===== src/elh_pkg.sv =====
// shared types and constants of the exponential latency histogram
package elh_pkg;

   localparam int CNT_W = 64;
   localparam int IDX_W = 14;
   localparam int CLS_W = 3;
   localparam int LIM_W = 9;
   localparam int EXP_W = 11;
   localparam int FRAC_W = 52;

   typedef enum logic [CLS_W-1:0] {
      CLS_BUCKET = 3'd0,
      CLS_NONPOS = 3'd1,
      CLS_SMALL  = 3'd2,
      CLS_INF    = 3'd3,
      CLS_LARGE  = 3'd4
   } class_type;

   typedef enum logic {
      CMD_OBSERVE = 1'b0,
      CMD_QUERY   = 1'b1
   } cmd_type;

   // mantissa fractions of 2^(-1/4), 2^(-1/2), 2^(-3/4)
   localparam logic [FRAC_W-1:0] TH_QUARTER = 52'hAE89F995AD3AD;
   localparam logic [FRAC_W-1:0] TH_HALF    = 52'h6A09E667F3BCD;
   localparam logic [FRAC_W-1:0] TH_THREE   = 52'h306FE0A31B715;

   localparam logic [EXP_W-1:0] EXP_MAX = 11'h7FF;
   localparam logic [63:0] POS_INF = 64'h7FF0000000000000;

   typedef struct packed {
      logic start;
      logic [63:0] acc;
      logic [63:0] smp;
   } add_req_type;

   typedef struct packed {
      logic done;
      logic [63:0] result;
   } add_rsp_type;

endpackage


===== src/elh_fadd.sv =====
// four-stage double adder for two non-negative operands, round to nearest even
module elh_fadd (
   input  logic clock,
   input  logic reset,
   input  elh_pkg::add_req_type add_req,
   output elh_pkg::add_rsp_type add_rsp
);
   import elh_pkg::*;

   logic a_ge;
   logic [63:0] big, sml;
   logic [EXP_W-1:0] ex_big, ex_sml;

   logic vld_a_ff, vld_b_ff, vld_c_ff, done_ff;
   logic inf_a_ff, inf_b_ff, inf_c_ff;
   logic [EXP_W-1:0] ex_a_ff, ex_b_ff, d_a_ff;
   logic [52:0] mx_a_ff, my_a_ff, mx_b_ff;
   logic [55:0] al_b_ff;
   logic [55:0] m_c_ff;
   logic [11:0] e_c_ff;
   logic [63:0] result_ff;

   logic [55:0] ywide, shifted, lost, al_in;
   logic [56:0] sum_c;
   logic [55:0] m_in;
   logic [11:0] e_in;
   logic up;
   logic [53:0] rnd;
   logic [52:0] mant;
   logic [11:0] e_fin;
   logic [63:0] result_in;

   always_comb begin
      a_ge = add_req.acc[62:0] >= add_req.smp[62:0];
      big = a_ge ? add_req.acc : add_req.smp;
      sml = a_ge ? add_req.smp : add_req.acc;
      ex_big = (big[62:52] == '0) ? EXP_W'(1) : big[62:52];
      ex_sml = (sml[62:52] == '0) ? EXP_W'(1) : sml[62:52];
   end

   always_comb begin
      ywide = {my_a_ff, 3'b000};
      shifted = ywide >> d_a_ff[5:0];
      lost = ywide & ~({56{1'b1}} << d_a_ff[5:0]);
      if (d_a_ff >= EXP_W'(56)) begin
         al_in = {55'd0, |my_a_ff};
      end else begin
         al_in = {shifted[55:1], shifted[0] | (|lost)};
      end
   end

   always_comb begin
      sum_c = {1'b0, mx_b_ff, 3'b000} + {1'b0, al_b_ff};
      if (sum_c[56]) begin
         m_in = {sum_c[56:2], sum_c[1] | sum_c[0]};
         e_in = {1'b0, ex_b_ff} + 12'd1;
      end else begin
         m_in = sum_c[55:0];
         e_in = {1'b0, ex_b_ff};
      end
   end

   always_comb begin
      up = m_c_ff[2] & (m_c_ff[3] | m_c_ff[1] | m_c_ff[0]);
      rnd = {1'b0, m_c_ff[55:3]} + 54'(up);
      if (rnd[53]) begin
         mant = rnd[53:1];
         e_fin = e_c_ff + 12'd1;
      end else begin
         mant = rnd[52:0];
         e_fin = e_c_ff;
      end
      if (inf_c_ff || e_fin >= {1'b0, EXP_MAX}) begin
         result_in = POS_INF;
      end else begin
         result_in = {1'b0, mant[52] ? e_fin[10:0] : 11'd0, mant[51:0]};
      end
   end

   always_ff @(posedge clock) begin
      if (reset) begin
         vld_a_ff <= 1'b0;
         vld_b_ff <= 1'b0;
         vld_c_ff <= 1'b0;
         done_ff <= 1'b0;
      end else begin
         vld_a_ff <= add_req.start;
         vld_b_ff <= vld_a_ff;
         vld_c_ff <= vld_b_ff;
         done_ff <= vld_c_ff;
      end
      inf_a_ff <= big[62:52] == EXP_MAX;
      ex_a_ff <= ex_big;
      d_a_ff <= ex_big - ex_sml;
      mx_a_ff <= {big[62:52] != '0, big[51:0]};
      my_a_ff <= {sml[62:52] != '0, sml[51:0]};
      inf_b_ff <= inf_a_ff;
      ex_b_ff <= ex_a_ff;
      mx_b_ff <= mx_a_ff;
      al_b_ff <= al_in;
      inf_c_ff <= inf_b_ff;
      m_c_ff <= m_in;
      e_c_ff <= e_in;
      result_ff <= result_in;
   end

   assign add_rsp.done = done_ff;
   assign add_rsp.result = result_ff;
endmodule


===== config.mk =====
export PLATFORM = sky130hd
export DESIGN_NAME = elh_fadd
export DESIGN_NICKNAME = d
export VERILOG_FILES = /design/src/elh_pkg.sv /design/src/elh_fadd.sv
export SDC_FILE = /design/constraint.sdc
export NUM_CORES = 1
export LEC_CHECK = 0
export ABC_CLOCK_PERIOD_IN_PS = 5440
export BUFFER_PORTS_ARGS = -buffer_cell sky130_fd_sc_hd__buf_2
export CORE_ASPECT_RATIO = 0.9
export CORE_MARGIN = 2
export CORE_UTILIZATION = 60
export CTS_CLUSTER_DIAMETER = 200
export CTS_CLUSTER_SIZE = 14
export DETAILED_ROUTE_END_ITERATION = 8
export PLACE_DENSITY = 0.92
export SLEW_MARGIN = 20
export SYNTH_ARGS = -nofsm -noshare
export SYNTH_HDL_FRONTEND = slang
export SYNTH_SLANG_ARGS = --single-unit
export TNS_END_PERCENT = 20

===== constraint.sdc =====
create_clock -name clock -period 5.44 [get_ports clock]
set_input_delay 0 -clock clock [delete_from_list [all_inputs] [get_ports clock]]
set_output_delay 0 -clock clock [all_outputs]
set_load 0.005 [all_outputs]

==> metrics.csv, run 1 <==
metric;value;unit
status;complete, no violations;
p_leak;11.0;nW
synth_top_area_cell;dfxtp_1;
cts_tree;done;
dp_cells;2884;
p_comb_share;39.4;%
p_total;9.11;mW
ys_seq_area_share;36.7;%
p_int;5.68;mW
crit_type;input port to register;
fin_area;25000;µm²
fin_skew;26.4;ps
synth_most_common_cell;dfxtp_1;
fin_cells;3115;
io_buffers;192;
cts_buffers;31;
drt-wirelength-per-cell;21.2;µm
core;34800;µm²
power_density;365;nW/µm²
via_count;19200;
cap_violations;0;
multi_input_comb_area;12500;µm²
synth-compound-area-share;15.2;%
cts_setup_buffers;0;
initial_core_util;60.5;%
antenna_found_initial;13;
rsz0062_at_grt;false;
num_io_pins;196;
synth_cells;2320;
maxSlewHeadroom;32.9;%
ys_seq_elements;386;
place.gp.congestion;0.973;
seqCellArea;7730;µm²
critPathArrivalTime;5770;ps
die_w;202;µm
setup_tns;0;ps
cp_data_required_time;5930;ps
cts_buffer_depth;3;
synthTopCellsByArea;dfxtp_1, mux2_2, ha_1, nand2_1, nor2_1;
clkPwrFrac;21.7;%
drive_gt1_share;18.2;%
fillers;2506;
cp-end-kind;register;
r2r_slack;1510;ps
max_freq;0.189;GHz
rows;65;
syn_area_per_cell;9.08;µm²
drc;0;
tritoncts_num_sinks;386;
hold_start;add_req[125];
ir_drop;0.000259;V
syn-cell-area;21100;µm²
worstPathMaxFanout;17;
critical_path.top_delay_family;compound AO/OA/AOI/OAI gates;
drtAntennaViolNets;0;
cts-root-buf;clkbuf_16;
yosys.area_share.simple;15.2;%
synth_edf_count;0;
period_share;97.2;%
min_period;5290;ps
min_to;d_a_ff[10];
startpoint_type;input port;
dr.pass1.iters;6;
syn-num-nets;2583;
critical-path-max-stage-delay;590;ps
grt_pass1_vias;19000;
fp.dieH;182;µm
hold_violations;0;
hpwlAfterDp;45000;µm
synthDistinctLibCells;83;
sw_frac_of_total;37.6;%
dpl-instance-area;22200;µm²
grt_pass1_wl;103000;µm
htreeDepth;1;
synthMuxAreaShare;15.9;%
dieArea;36600;µm²
synthArstFlopShare;0;%
synth_flop_cell;dfxtp_1;
synth_xor_area_share;4.82;%
hold-path-cell-count;5;
r2r-end;m_c_ff[52];
p_switching;3.42;mW
seq_power_share;38.9;%
r2r_start;mx_b_ff[44];
min_path_type;input port to register;
cp_num_buf_inv;4;
synthDominantCellAreaShare;36.7;%
holdWs;32.3;ps
crit_slowest_cell;or4_1;
grt_start_max_net_pins;79;
drtIter0Drc;2041;
report.final.slew_viol_count;0;
synth_commonest_cells;dfxtp_1, nand2_1, nor2_1;
crit_chain;dlygate4sd3_1, buf_2, inv_1, ha_1, nand4_1, or4_1, a21oi_1, a21bo_2, a211oi_2, o21ai_1, nand2_4, buf_4, mux2_2, ha_1, a21boi_1, o21ai_0, a21boi_0, o21ai_0, a21boi_1, nor4_1, a311o_1;
ys_warn_count;0;
tightestPinTransition;1010;ps
grt-ovfl-total;0;
synthAdderAreaFrac;8.01;%
area_growth;18.6;%
rr_worst_depth;9;
via_per_inst;6.16;
clock_latency;600;ps
wl;66000;µm
clkTransAtPathRegs;80;ps
grt_use_total;35.1;%
finalSetupViolCount;0;
nets;2901;
synth_top_family_by_area;multiplexers;
final cells by class:
cell class              count  area share [%]
multi-input cells        1717            49.9
flip-flops and latches    386            31.0
repair buffers            396            11.9
clock buffers              31            3.11
well taps                 469            2.35
inverters                 106            1.59
clock inverters             2           0.115
diodes                      8          0.0801
stage by stage:
stage | setup WS (ps) | utilization (%)
3_5_place_dp | 272 | 63.9
4_1_cts | 285 | 71.7
2_1_floorplan | 1120 | -
5_1_grt | 27.6 | 71.7
6_report | 154 | 71.8
3_3_place_gp | 616 | 63.9
repair_timing:
item,4_1_cts,5_1_grt
hold buffers,190,0
endpoints found under the setup margin,0,3
gates resized for setup,0,4
endpoints found under the hold margin,127,0
placed cells by master, fill, tap and decap left out, types with 22 or more instances in the layout:
cell	n
xor2_1	61
dlygate4sd3_1	190
nor3_1	35
inv_1	104
nand4_1	52
a211oi_1	22
a21o_1	50
xnor2_1	55
ha_1	130
a31oi_1	26
o21ai_0	121
and3_1	22
mux2_2	178
nand2_1	223
mux2i_1	65
dfxtp_1	381
a21oi_1	136
clkbuf_16	31
buf_2	192
nor2_1	221
mux4_2	31
nand3_1	56
flip-flops by register name, indices dropped and copies added (netlist names):
register / flops
inf_a_ff: 1
vld_b_ff: 1
al_b_ff: 56
mx_b_ff: 53
inf_b_ff: 1
done_ff: 1
ex_b_ff: 11
vld_c_ff: 1
m_c_ff: 56
d_a_ff: 11
e_c_ff: 12
my_a_ff: 53
ex_a_ff: 11
mx_a_ff: 53
inf_c_ff: 1
result_ff: 63
vld_a_ff: 1
kinds of logic after synthesis:
family | Yosys count
muxes | 274
and+or+nand+nor | 696
xor gates and xnor gates | 116
adders and majority gates | 134
buffers and inverters | 217
other | 1
AOI/OAI and AO/OA | 496
DFF | 386
worst min-delay path, delay by kind of cell:
kind,cells,cell delay (ps)
compound gates,1,50
fa+ha+maj,1,170
xor+xnor,1,120
mux,1,130
buf+inv,1,130
how the worst max path moves through the flow:
stage | cells past startpoint | slack (ps) | from | to
after detailed placement | 20 | 270 | add_req[29] | d_a_ff[9]
final | 21 | 150 | add_req[29] | d_a_ff[9]
after global placement | 20 | 620 | add_req[30] | d_a_ff[9]
after global routing | 22 | 30 | add_req[64] | d_a_ff[9]
after floorplan | 24 | 1120 | add_req[30] | d_a_ff[10]
after CTS | 21 | 280 | add_req[29] | d_a_ff[9]
power groups by stage:
stage	Clock (mW)	Sequential (mW)	Combinational, mW
CTS	1.99	3.52	3.43
global placement	0	3.56	3.23
global route	2.10	3.57	3.83
floorplan	0	3.45	2.40
detailed placement	0	3.58	3.26
finish	1.98	3.54	3.59
routing by layer:
layer,wire [µm],track usage (%),vias to the layer above
li1,-,-,8921
met1,26400,43.8,8852
met2,29900,57.8,1088
met3,5570,6.21,313
met4,4040,19.4,4
met5,24,0,-
Note: power is estimated with default switching activity, not from simulation.
==> run 2, diff against run 1 <==
--- a/config.mk
+++ b/config.mk
@@ -9,11 +9,11 @@
 export BUFFER_PORTS_ARGS = -buffer_cell sky130_fd_sc_hd__buf_2
 export CORE_ASPECT_RATIO = 0.9
 export CORE_MARGIN = 2
-export CORE_UTILIZATION = 60
+export CORE_UTILIZATION = 50
 export CTS_CLUSTER_DIAMETER = 200
 export CTS_CLUSTER_SIZE = 14
 export DETAILED_ROUTE_END_ITERATION = 8
-export PLACE_DENSITY = 0.92
+export PLACE_DENSITY = 0.81
 export SLEW_MARGIN = 20
 export SYNTH_ARGS = -nofsm -noshare
 export SYNTH_HDL_FRONTEND = slang
==> metrics.csv, run 2 (synthesis gave the netlist of run 1 again) <==
metric;value;unit;change
status;complete, no violations;;
critPathArrivalTime;5680;ps;-90 ps
hpwlAfterDp;45600;µm;+1.3%
fin_area;25100;µm²;+0.56%
period_share;95.5;%;-1.6 points
tritoncts_num_sinks;386;;unchanged
sw_frac_of_total;37.4;%;-0.20 points
cts_buffer_depth;3;;unchanged
grt_pass1_vias;18100;;-4.5%
crit_type;input port to register;;
hold_violations;0;;unchanged
min_to;d_a_ff[10];;
layout_commonest_cell;dfxtp_1;;
cts_buffers;31;;unchanged
final_util;60.3;%;-11 points
r2r_slack;1720;ps;+210 ps
p_total;9.07;mW;-0.37%
min_period;5200;ps;-88.4 ps
dpl-instance-area;22300;µm²;+0.44%
dieArea;43800;µm²;+20%
drtIter0Drc;1953;;-4.3%
via_per_inst;5.86;;-4.9%
r2r-end;m_c_ff[48];;
via_count;18700;;-2.4%
grt_start_max_net_pins;79;;unchanged
p_leak;11.0;nW;+0.36%
seq_power_share;39.0;%;about the same
grt_busiest_layer;met2;;
grt_use_met1;37.4;%;-6.4 points
clkTransAtPathRegs;70;ps;about the same
clkPwrFrac;21.6;%;about the same
rr_worst_depth;9;;unchanged
ir_drop;0.000249;V;-3.7%
core;41700;µm²;+20%
drt-wirelength-per-cell;20.3;µm;-4.2%
r2r_start;mx_b_ff[44];;
startpoint;add_req[28];;
layout_common_cells;dfxtp_1, nand2_1, nor2_1;;
dp_cells;2962;;+2.7%
hold_start;add_req[61];;
cap_violations;0;;unchanged
drtAntennaViolNets;0;;unchanged
use_met3;4.80;%;-1.4 points
place.gp.congestion;0.985;;+1.3%
finalSetupViolCount;0;;unchanged
multi_input_comb_area;12500;µm²;unchanged
initial_core_util;50.6;%;-10 points
largest_register;result_ff;;
setup_tns;0;ps;unchanged
dpl_worst_slack;280;ps;+8.24 ps
clock_latency;600;ps;about the same
die_w;220;µm;+9.4%
drc;0;;unchanged
num_io_pins;196;;unchanged
cp_data_required_time;5920;ps;about the same
wl;64900;µm;-1.7%
startpoint_type;input port;;
holdWs;66.7;ps;+34.5 ps
fp.dieH;199;µm;+9.3%
p_comb_share;39.5;%;about the same
seqCellArea;7730;µm²;unchanged
worstPathMaxFanout;17;;unchanged
cp-end-kind;register;;
setup_slack;242;ps;+88.4 ps
area_growth;19.2;%;
maxSlewHeadroom;37.7;%;+4.8 points
antenna_found_initial;3;;-10
dr.pass1.iters;6;;unchanged
power_density;361;nW/µm²;-0.92%
top_regs;result_ff x63, al_b_ff x56, m_c_ff x56;;
htreeDepth;1;;unchanged
grt_use_total;28.7;%;-6.4 points
fin_skew;24.9;ps;-1.53 ps
io_buffers;192;;unchanged
rows;71;;+9.2%
fillers;3414;;+36%
max_freq;0.192;GHz;+1.7%
p_switching;3.39;mW;-0.89%
fin_cells;3195;;+2.6%
use_met2;47.2;%;-11 points
p_int;5.68;mW;about the same
nets;2910;;+0.31%
largest_reg_flops;63;;unchanged
drive_gt1_share;18.5;%;+0.24 points
grt-ovfl-total;0;;unchanged
cts_tree;done;;
hold-path-cell-count;5;;unchanged
grt_pass1_wl;99000;µm;-3.7%
min_path_type;input port to register;;
cts-root-buf;clkbuf_16;;
tightestPinTransition;935;ps;-72.5 ps
report.final.slew_viol_count;0;;unchanged
==> run 2: cell count changes in the layout (fill, tap and decap cells not counted) <==
cell	previous run	this run
a21boi_1	2	4
buf_4	14	22
diode_2	8	1
a21boi_0	4	2
inv_6	0	1
dlygate4sd3_1	190	191
inv_16	1	0
==> run 2: layout make-up <==
| type | instances | share of cell area, % |
|---|---|---|
| Inverter | 106 | 1.58 |
| Timing Repair Buffer | 405 | 12.1 |
| Tap cell | 547 | 2.72 |
| Sequential cell | 386 | 30.8 |
| Clock inverter | 2 | 0.0697 |
| Antenna cell | 1 | 0.00996 |
| Multi-Input combinational cell | 1717 | 49.6 |
| Clock buffer | 31 | 3.09 |
==> run 2: layer usage <==
layer / wire [µm] / share of wire [%] / vias up
li1: - / - / 8938
met1: 27700 / 43 / 8717
met2: 29700 / 46 / 862
met3: 4660 / 7.2 / 194
met4: 2730 / 4.2 / 0
met5: 0 / 0 / -
==> run 2: power groups by stage <==
stage	Clock, mW	Combinational (mW)	Sequential [mW]
floorplan	0	2.40	3.45
global placement	0	3.27	3.58
detailed placement	0	3.27	3.58
CTS	1.99	3.44	3.52
global route	2.10	3.84	3.57
finish	1.96	3.58	3.54
==> run 2: what timing repair did <==
item | in CTS | in global routing
buffers inserted | 0 | 8
gates resized for setup | 0 | 6
hold buffers | 191 | 0
setup endpoints to repair | 0 | 4
hold endpoints to repair | 129 | 0
==> run 2: worst max-delay path by stage <==
stage,to,cells past startpoint
after floorplan,d_a_ff[10],24
after CTS,d_a_ff[9],21
final,d_a_ff[9],21
after detailed placement,d_a_ff[9],21
after global placement,d_a_ff[9],21
after global routing,d_a_ff[9],21
==> run 2: critical path, cell delays in order <==
cell and delay (ps):
dlygate4sd3_1 550, buf_2 150, inv_1 50, ha_1 300, nand4_1 200, or4_1 590
a21oi_1 120, a21bo_2 260, a211oi_2 320, o21ai_1 190, nand2_4 170, buf_4 280
mux2_2 380, dlygate4sd3_1 600, ha_1 360, o21ai_0 170, a21boi_1 230, o21ai_0 140
a21boi_1 250, nor4_1 70, a311o_1 310
==> run 3, diff against run 2 <==
--- a/config.mk
+++ b/config.mk
@@ -13,6 +13,7 @@
 export CTS_CLUSTER_DIAMETER = 200
 export CTS_CLUSTER_SIZE = 14
 export DETAILED_ROUTE_END_ITERATION = 8
+export GPL_TIMING_DRIVEN = 0
 export PLACE_DENSITY = 0.81
 export SLEW_MARGIN = 20
 export SYNTH_ARGS = -nofsm -noshare
==> metrics.csv, run 3 (synthesis gave the netlist of run 1 again) <==
metric;value;unit;change
dr.pass1.iters;6;;unchanged
startpoint_type;input port;;
hpwlAfterDp;55100;µm;+21%
crit_type;input port to register;;
sw_frac_of_total;39.2;%;+1.8 points
dpl-instance-area;22700;µm²;+1.6%
fin_skew;13.7;ps;-11.2 ps
grt_pass1_vias;19200;;+6.1%
largest_register;result_ff;;
layout_common_cells;dfxtp_1, nand2_1, nor2_1;;
p_comb_share;41.5;%;+2.0 points
worstPathMaxFanout;19;;+2
crit_slowest_cell;dlygate4sd3_1;;
min_path_type;input port to register;;
top_regs;result_ff x63, al_b_ff x56, m_c_ff x56;;
grt-ovfl-total;0;;unchanged
cp-end-kind;register;;
fillers;3545;;+3.8%
min_period;5250;ps;+49.5 ps
clock_latency;610;ps;about the same
area_growth;20.8;%;
via_per_inst;5.92;;+1.1%
drt-wirelength-per-cell;22.3;µm;+10%
p_leak;11.1;nW;+1.2%
finalSetupViolCount;0;;unchanged
htreeDepth;1;;unchanged
dieArea;43800;µm²;unchanged
rows;71;;unchanged
largest_reg_flops;63;;unchanged
critical-path-max-stage-delay;510;ps;-90 ps
ir_drop;0.000264;V;+6.1%
power_density;370;nW/µm²;+2.4%
nets;2998;;+3.0%
status;complete, no violations;;
period_share;96.5;%;+0.91 points
p_int;5.72;mW;+0.69%
place.gp.congestion;1.00;;+1.8%
grt_pass1_wl;110000;µm;+11%
grt_start_max_net_pins;17;;-78%
tightestPinTransition;909;ps;-25.8 ps
tritoncts_num_sinks;386;;unchanged
maxSlewHeadroom;39.3;%;+1.6 points
die_w;220;µm;unchanged
rr_worst_depth;11;;+2
setup_tns;0;ps;unchanged
cts-root-buf;clkbuf_16;;
initial_core_util;50.6;%;unchanged
max_freq;0.191;GHz;-0.94%
p_total;9.41;mW;+3.7%
report.final.slew_viol_count;0;;unchanged
via_count;19400;;+3.9%
cts_tree;done;;
antenna_found_initial;5;;+2
antennaDiodeCount;0;;-1
drc;0;;unchanged
clkPwrFrac;20.9;%;-0.7 points
core;41700;µm²;unchanged
r2r_slack;1550;ps;-170 ps
cap_violations;0;;unchanged
grt_use_total;32.9;%;+4.2 points
num_io_pins;196;;unchanged
drtAntennaViolNets;0;;unchanged
fp.dieH;199;µm;unchanged
cp_data_required_time;5970;ps;+50 ps
io_buffers;192;;unchanged
hold-path-cell-count;4;;-1
clkTransAtPathRegs;60;ps;about the same
seq_power_share;37.6;%;-1.4 points
drive_gt1_share;18.2;%;-0.30 points
critPathArrivalTime;5780;ps;+100 ps
p_switching;3.69;mW;+8.8%
wl;73300;µm;+13%
crit_path_frequent_cell;o21ai_0;;
cts_buffer_depth;3;;unchanged
cts_buffers;31;;unchanged
fin_area;25400;µm²;+1.3%
drtIter0Drc;1971;;+0.92%
layout_commonest_cell;dfxtp_1;;
hold_violations;0;;unchanged
[run 3: worst max-delay path: cells and delay by family]
| family | cells | cell delay (ps) |
|---|---|---|
| xor+xnor | 1 | 140 |
| buf+inv | 7 | 1320 |
| mux | 1 | 320 |
| fa+ha+maj | 3 | 930 |
| simple gates | 4 | 1400 |
| compound gates | 9 | 1640 |
[run 3: final timing paths]
kind / startpoint / endpoint
worst max-delay path: add_req[62] / d_a_ff[10]
worst min-delay path: add_req[120] / d_a_ff[4]
worst max register to register: d_a_ff[1] / al_b_ff[1]
worst min register to register: mx_a_ff[4] / mx_b_ff[4]
[run 3: layout make-up]
cell class	instances	area [µm²]	area share, %
inverter	106	398	1.56
clock inverter	2	28.8	0.113
buffer	110	494	1.94
sequential	386	7730	30.4
timing repair buffer	383	2870	11.3
multi-input combinational	1717	12500	49.0
clock buffer	31	776	3.05
tap	547	684	2.69
[run 3: stage by stage]
stage	cells	util (%)	hold slack, ps	setup slack, ps
global route	3282	61.1	49.6	-15.2
floorplan	2320	-	71.6	1120
finish	3282	61.1	23.7	193
global placement	3059	54.5	207	-171
detailed placement	3059	54.5	214	-307
CTS	3282	61.0	11.7	14.9
[run 3: per-layer routing]
metal / GRT usage (%) / vias up / wire length, µm
met5: 0 / - / 0
met4: 14.5 / 0 / 3630
met3: 4.46 / 210 / 4870
met2: 55.8 / 930 / 34000
met1: 41.6 / 9184 / 30700
li1: - / 9113 / -
[run 3: power by group through the flow]
stage          clock network, mW  logic, mW  registers, mW
2_1_floorplan                  0       2.40           3.45
3_3_place_gp                   0       3.59           3.57
3_5_place_dp                   0       3.58           3.58
4_1_cts                     2.00       3.75           3.52
5_1_grt                     2.11       4.14           3.56
6_report                    1.97       3.90           3.54
[run 3: what timing repair did]
action                                 in CTS  in global routing
hold buffers                              190                  0
setup endpoints to repair                   0                  4
setup buffers                               0                  1
endpoints found under the hold margin     126                  0
gates resized for setup                     0                 15
